**config.mk**
```make
export PLATFORM = sky130hd
export DESIGN_NAME = triple_key_vigenere_stream
export DESIGN_NICKNAME = d
export VERILOG_FILES = /design/src/tkv_pkg.sv /design/src/triple_key_vigenere_stream.sv
export SDC_FILE = /design/constraint.sdc
export NUM_CORES = 1
export LEC_CHECK = 0
export BUFFER_PORTS_ARGS = -buffer_cell sky130_fd_sc_hd__buf_2
export CORE_MARGIN = 2
export CORE_UTILIZATION = 45
export CTS_CLUSTER_SIZE = 24
export DETAILED_ROUTE_END_ITERATION = 8
export GPL_TIMING_DRIVEN = 1
export HOLD_SLACK_MARGIN = 0.1
export PLACE_DENSITY = 0.61
export SYNTH_ARGS = -nofsm -noshare
export SYNTH_HDL_FRONTEND = slang
export SYNTH_SLANG_ARGS = --single-unit
```
**constraint.sdc**
```tcl
create_clock -name i_clk -period 7.95 [get_ports i_clk]
set_input_delay 1.59 -clock i_clk [delete_from_list [all_inputs] [get_ports i_clk]]
set_output_delay 1.59 -clock i_clk [all_outputs]
set_load 0.02 [all_outputs]
```
**src/tkv_pkg.sv**
```systemverilog
package tkv_pkg;

    localparam int unsigned CharWidth   = 8;
    localparam int unsigned ShiftWidth  = 5;
    localparam int unsigned SumWidth    = 7;
    localparam int unsigned Pos1Width   = 3;
    localparam int unsigned Pos2Width   = 4;
    localparam int unsigned Pos3Width   = 3;

    localparam logic [Pos1Width-1:0] Key1Last = Pos1Width'(7);
    localparam logic [Pos2Width-1:0] Key2Last = Pos2Width'(13);
    localparam logic [Pos3Width-1:0] Key3Last = Pos3Width'(5);

    localparam logic [SumWidth-1:0]  Alphabet  = SumWidth'(26);
    localparam logic [CharWidth-1:0] UpperBase = CharWidth'(65);
    localparam logic [CharWidth-1:0] LowerBase = CharWidth'(97);

    typedef logic [CharWidth-1:0]  t_char;
    typedef logic [ShiftWidth-1:0] t_shift;
    typedef logic [Pos1Width-1:0]  t_pos1;
    typedef logic [Pos2Width-1:0]  t_pos2;
    typedef logic [Pos3Width-1:0]  t_pos3;

    // VIGENERE
    function automatic t_shift key1_letter(input t_pos1 pos);
        t_shift v;
        case (pos)
            3'd0:    v = 5'd21;
            3'd1:    v = 5'd8;
            3'd2:    v = 5'd6;
            3'd3:    v = 5'd4;
            3'd4:    v = 5'd13;
            3'd5:    v = 5'd4;
            3'd6:    v = 5'd17;
            3'd7:    v = 5'd4;
            default: v = 5'd21;
        endcase
        return v;
    endfunction

    // POLYALPHABETIC
    function automatic t_shift key2_letter(input t_pos2 pos);
        t_shift v;
        case (pos)
            4'd0:    v = 5'd15;
            4'd1:    v = 5'd14;
            4'd2:    v = 5'd11;
            4'd3:    v = 5'd24;
            4'd4:    v = 5'd0;
            4'd5:    v = 5'd11;
            4'd6:    v = 5'd15;
            4'd7:    v = 5'd7;
            4'd8:    v = 5'd0;
            4'd9:    v = 5'd1;
            4'd10:   v = 5'd4;
            4'd11:   v = 5'd19;
            4'd12:   v = 5'd8;
            4'd13:   v = 5'd2;
            default: v = 5'd15;
        endcase
        return v;
    endfunction

    // CIPHER
    function automatic t_shift key3_letter(input t_pos3 pos);
        t_shift v;
        case (pos)
            3'd0:    v = 5'd2;
            3'd1:    v = 5'd8;
            3'd2:    v = 5'd15;
            3'd3:    v = 5'd7;
            3'd4:    v = 5'd4;
            3'd5:    v = 5'd17;
            default: v = 5'd2;
        endcase
        return v;
    endfunction

endpackage

```
**src/triple_key_vigenere_stream.sv**
```systemverilog
// Byte stream cipher with three chained Vigenere keywords (VIGENERE, POLYALPHABETIC,
// CIPHER) folded into one shift per byte. Send bytes on s_axis with tuser high on the
// first byte of each message to restart the keywords; results leave on m_axis in order,
// one per input byte. Letters keep their case, every other byte passes unchanged but
// still advances the keywords. i_cfg_wr_data selects decrypt (1) or encrypt (0); write
// it only while the stream is empty. One byte is accepted every cycle while m_axis is not
// stalled; a byte passes from the input register to the result register and then onto
// m_axis, with the key lookup, mod-26 sum and letter shift between the two registers.
// Backpressure on m_axis holds the result register, and the input register once it is full.
module triple_key_vigenere_stream (
    input  logic       i_clk,
    input  logic       i_rst_n,
    input  logic       i_cfg_wr_en,
    input  logic       i_cfg_wr_data,
    input  logic       s_axis_tvalid,
    output logic       s_axis_tready,
    input  logic [7:0] s_axis_tdata,   // [7:0] char_in
    input  logic       s_axis_tuser,   // [0] start_of_message
    output logic       m_axis_tvalid,
    input  logic       m_axis_tready,
    output logic [7:0] m_axis_tdata    // [7:0] char_out
);

    logic               r_decrypt_mode;
    logic               r_in_valid;
    tkv_pkg::t_char     r_in_char;
    logic               r_in_start;
    logic               r_out_valid;
    tkv_pkg::t_char     r_out_char;
    tkv_pkg::t_pos1     r_pos1;
    tkv_pkg::t_pos2     r_pos2;
    tkv_pkg::t_pos3     r_pos3;

    tkv_pkg::t_pos1     n_pos1;
    tkv_pkg::t_pos2     n_pos2;
    tkv_pkg::t_pos3     n_pos3;
    tkv_pkg::t_char     n_out_char;

    tkv_pkg::t_pos1     cur_pos1;
    tkv_pkg::t_pos2     cur_pos2;
    tkv_pkg::t_pos3     cur_pos3;
    logic [tkv_pkg::SumWidth-1:0] key_sum;
    logic [tkv_pkg::SumWidth-1:0] sum_m1;
    logic [tkv_pkg::SumWidth-1:0] shift;
    logic [tkv_pkg::SumWidth-1:0] offset;
    logic [tkv_pkg::SumWidth-1:0] moved;
    tkv_pkg::t_char     base;
    logic               is_upper;
    logic               is_lower;
    logic               advance;
    logic               in_accept;

    assign advance       = !r_out_valid || m_axis_tready;
    assign s_axis_tready = i_rst_n && (!r_in_valid || advance);
    assign in_accept     = s_axis_tvalid && s_axis_tready;
    assign m_axis_tvalid = r_out_valid;
    assign m_axis_tdata  = r_out_char;

    // key positions for the byte in the input register
    always_comb begin
        if (r_in_start) begin
            cur_pos1 = '0;
            cur_pos2 = '0;
            cur_pos3 = '0;
        end else begin
            cur_pos1 = r_pos1;
            cur_pos2 = (r_pos2 > tkv_pkg::Key2Last) ? '0 : r_pos2;
            cur_pos3 = (r_pos3 > tkv_pkg::Key3Last) ? '0 : r_pos3;
        end
        n_pos1 = (cur_pos1 == tkv_pkg::Key1Last) ? '0 : cur_pos1 + 1'b1;
        n_pos2 = (cur_pos2 == tkv_pkg::Key2Last) ? '0 : cur_pos2 + 1'b1;
        n_pos3 = (cur_pos3 == tkv_pkg::Key3Last) ? '0 : cur_pos3 + 1'b1;
    end

    // folded shift, sum is at most 62
    always_comb begin
        key_sum = tkv_pkg::SumWidth'(tkv_pkg::key1_letter(cur_pos1))
                + tkv_pkg::SumWidth'(tkv_pkg::key2_letter(cur_pos2))
                + tkv_pkg::SumWidth'(tkv_pkg::key3_letter(cur_pos3));
        sum_m1  = (key_sum >= tkv_pkg::Alphabet) ? key_sum - tkv_pkg::Alphabet : key_sum;
        shift   = (sum_m1 >= tkv_pkg::Alphabet) ? sum_m1 - tkv_pkg::Alphabet : sum_m1;
    end

    // letter shift within its own case
    always_comb begin
        is_upper = (r_in_char >= tkv_pkg::UpperBase)
                && (r_in_char < tkv_pkg::UpperBase + tkv_pkg::CharWidth'(tkv_pkg::Alphabet));
        is_lower = (r_in_char >= tkv_pkg::LowerBase)
                && (r_in_char < tkv_pkg::LowerBase + tkv_pkg::CharWidth'(tkv_pkg::Alphabet));
        base     = is_lower ? tkv_pkg::LowerBase : tkv_pkg::UpperBase;
        offset   = tkv_pkg::SumWidth'(r_in_char - base);
        if (r_decrypt_mode) begin
            moved = (offset >= shift) ? offset - shift : offset + tkv_pkg::Alphabet - shift;
        end else begin
            moved = offset + shift;
            if (moved >= tkv_pkg::Alphabet) begin
                moved = moved - tkv_pkg::Alphabet;
            end
        end
        if (is_upper || is_lower) begin
            n_out_char = base + tkv_pkg::CharWidth'(moved);
        end else begin
            n_out_char = r_in_char;
        end
    end

    always_ff @(posedge i_clk) begin
        if (!i_rst_n) begin
            r_decrypt_mode <= 1'b0;
            r_in_valid     <= 1'b0;
            r_out_valid    <= 1'b0;
            r_pos1         <= '0;
            r_pos2         <= '0;
            r_pos3         <= '0;
        end else begin
            if (i_cfg_wr_en) begin
                r_decrypt_mode <= i_cfg_wr_data;
            end
            if (s_axis_tready) begin
                r_in_valid <= s_axis_tvalid;
            end
            if (advance) begin
                r_out_valid <= r_in_valid;
                if (r_in_valid) begin
                    r_pos1 <= n_pos1;
                    r_pos2 <= n_pos2;
                    r_pos3 <= n_pos3;
                end
            end
        end
    end

    always_ff @(posedge i_clk) begin
        if (in_accept) begin
            r_in_char  <= s_axis_tdata;
            r_in_start <= s_axis_tuser;
        end
        if (advance && r_in_valid) begin
            r_out_char <= n_out_char;
        end
    end

endmodule

```
==> results_dict.tcl <==
set metrics [dict create \
    syn_avg_cell_area_sq_um 8.60 \
    syn-cell-area_sq_um 3860 \
    max_stage_delay_ns 0.50 \
    nNetsFinal 553 \
    grt_max_degree 18 \
    grt_pass1_vias 3144 \
    finalCritPeriodShare 0.940 \
    cp.arrival_ns 7.51 \
    areaGrowthSynthToFinish_pct 11.8 \
    die_w_um 96.6 \
    cp-end-kind "flop" \
    p_int_mw 0.701 \
    wl_per_cell_um 14.7 \
    synth_edf_count 17 \
    status "completed" \
    path_class "reg -> reg" \
    final.fill_count 779 \
    pwr-share-seq 0.130 \
    yosysSeqAreaShare 0.200 \
    initial_utilization 0.467 \
    vias_per_cell 5.51 \
    place_area_sq_um 4090 \
    maxCapViolations 0 \
    diodes 0 \
    p_clk_frac 0.082 \
    hold_viol 0 \
    antenna_found_initial 0 \
    insertion_delay_ns 0.28 \
    grt_pass1_wl_um 14500 \
    place_congestion 0.883 \
    netlist_instances 449 \
    setup_violations 0 \
    die_area_sq_um 9330 \
    p_per_area_nw_per_um2 330 \
    slowest_stage "fa_1" \
    cts_buffers 5 \
    synth_top_cell_by_area "ha_1" \
    dr.pass1.iters 5 \
    skew_ns 0.00558 \
    maxSlewViolCount 0 \
    synth_ff_type "edfxtp_1" \
    pin_count 25 \
    cts-root-buf "clkbuf_8" \
    cts.sinks 30 \
    synth_top_cell_area_share 0.152 \
    synthTopCellsByArea "ha_1 (15%), edfxtp_1 (13%), dfxtp_1 (6.7%)" \
    ir_drop_v 0.000131 \
    core-area_sq_um 8260 \
    relSlewSlack 0.460 \
    switching_share 0.507 \
    required_ns 7.98 \
    dpl.hpwl_um 6750 \
    synth-seq-cells 30 \
    tritoncts "yes" \
    io_buffers 24 \
    comb_power_share 0.789 \
    netSwitchingPower_mw 0.722 \
    worstPathMaxFanout 6 \
    routed_wl_um 8600 \
    ant_nets 0 \
    syn_nets 522 \
    synth_warnings 0 \
    fin_util 0.523 \
    grt-ovfl-total 0 \
    pre_cts_ws_ns 0.0139 \
    drtIter0Drc 91 \
    hp-class "reg -> reg" \
    cp_common_cell "ha_1" \
    cp_top_family "compound AO/OA/AOI/OAI gates" \
    synth_cell_types 74 \
    design_area_sq_um 4320 \
    min_period_ns 7.47 \
    fin_ws_ns 0.475 \
    grt.total_usage 0.182 \
    final_layout_size_suffix_gt1_frac 0.183 \
    clockBufferDepth 2 \
    clk_pin_slew_ns 0.07 \
    num_vias 3229 \
    leakage_nw 1.84 \
    tightest_slew_ns 0.810 \
    postCtsHoldBufs 0 \
    fmax_mhz 134 \
    worst-path-buf-inv 6 \
    rows 33 \
    die_y_um 96.6 \
    async_flop_share 0 \
    htreeDepth 2 \
    final_common_cell "ha_1" \
    drc_errors 0 \
    startpoint_type "flop" \
    mostFrequentLayoutCells "ha_1 (46), inv_1 (42), nand2_1 (36)" \
]
[layer usage]
| layer | track usage | vias to the layer above | wire [um] |
|---|---|---|---|
| met5 | 0 | - | 0 |
| met3 | 0.0217 | 9 | 158 |
| met2 | 0.315 | 41 | 4290 |
| li1 | - | 1652 | - |
| met1 | 0.242 | 1527 | 4040 |
| met4 | 0.0444 | 0 | 110 |
[registers in the layout, summed over array words and instances, names as in the netlist]
register and cells:
r_in_start 1, r_in_char 8, r_pos3 3, r_pos2 4, m_axis_tvalid 1, r_in_valid 1
r_pos1 3, m_axis_tdata 8, r_decrypt_mode 1
[cells by family (layout without fill, tap and decap cells)]
group           Yosys count  count (layout)  share of synthesized area
fa+ha+maj                58              58                      0.209
flops                    30              30                      0.200
simple gates            138             138                      0.185
buf+inv                  62              94                     0.0661
mux                      10              10                     0.0269
compound gates          119             119                      0.239
xor+xnor                 32              32                     0.0746
[area by class of cell]
| type | instances | area [sq um] | area share |
|---|---|---|---|
| Clock buffer | 6 | 72.6 | 0.0168 |
| Clock inverter | 2 | 8.76 | 0.00203 |
| Inverter | 47 | 176 | 0.0409 |
| Multi-Input combinational cell | 357 | 2920 | 0.677 |
| Sequential cell | 30 | 772 | 0.179 |
| Tap cell | 105 | 131 | 0.0304 |
| Timing Repair Buffer | 39 | 233 | 0.0539 |
[metrics by stage]
stage          setup TNS [ns]  power, mW  instances  hold slack, ns
2_1_floorplan               0       1.04        449           0.444
3_3_place_gp                0       1.21        571           0.453
3_5_place_dp                0       1.22        571           0.469
4_1_cts                     0       1.34        580           0.477
5_1_grt               -0.0628       1.55        586           0.528
6_report                    0       1.42        586           0.470
[synthesized netlist by cell type (3+ instances only)]
cell type	number
xor2_1	15
nor3_1	7
nor3b_1	6
fa_1	11
nor2b_1	16
ha_1	47
or2_2	4
a21boi_0	3
a21oi_1	24
o21a_1	4
inv_1	44
clkbuf_1	9
o21bai_1	4
a22oi_1	6
o31a_1	3
a21oi_2	3
or3_1	6
a31oi_1	7
a21o_1	5
mux2_2	3
nand3_1	7
o31ai_1	3
mux2i_1	7
a211o_1	3
nand2_1	37
edfxtp_1	17
nor2_1	22
nor4_1	5
nor2_2	4
nand2b_1	13
a211oi_1	3
and2_1	3
o21ai_0	20
o211ai_1	4
dfxtp_1	13
xnor2_1	16
[power by group through the flow]
stage	sequential (mW)	clock [mW]	combinational [mW]
after floorplan	0.191	0	0.846
after global placement	0.187	0	1.03
after detailed placement	0.187	0	1.03
after CTS	0.184	0.118	1.04
after global routing	0.185	0.127	1.24
final	0.184	0.116	1.12
[path summary, 6_finish.rpt]
check,startpoint,to,slack (ns),depth (start not counted)
setup / recovery,r_in_start,m_axis_tdata[6],0.48,36
hold / removal,r_pos1[1],r_pos1[1],0.47,2
setup reg to reg,r_in_start,m_axis_tdata[6],0.48,36
hold reg to reg,r_pos1[1],r_pos1[1],0.47,2
[tightest hold or removal path: cells and delay by family, from the launching register on]
family,cells,cell delay [ns]
flops,1,0.31
compound gates,1,0.06
simple gates,1,0.05
[what timing repair did]
action / CTS / global route
buffers inserted: 1 / 6
resized for setup: 0 / 22
pin swaps: 0 / 6
setup endpoints to repair: 1 / 7
Power figures use the tool's default switching activity.
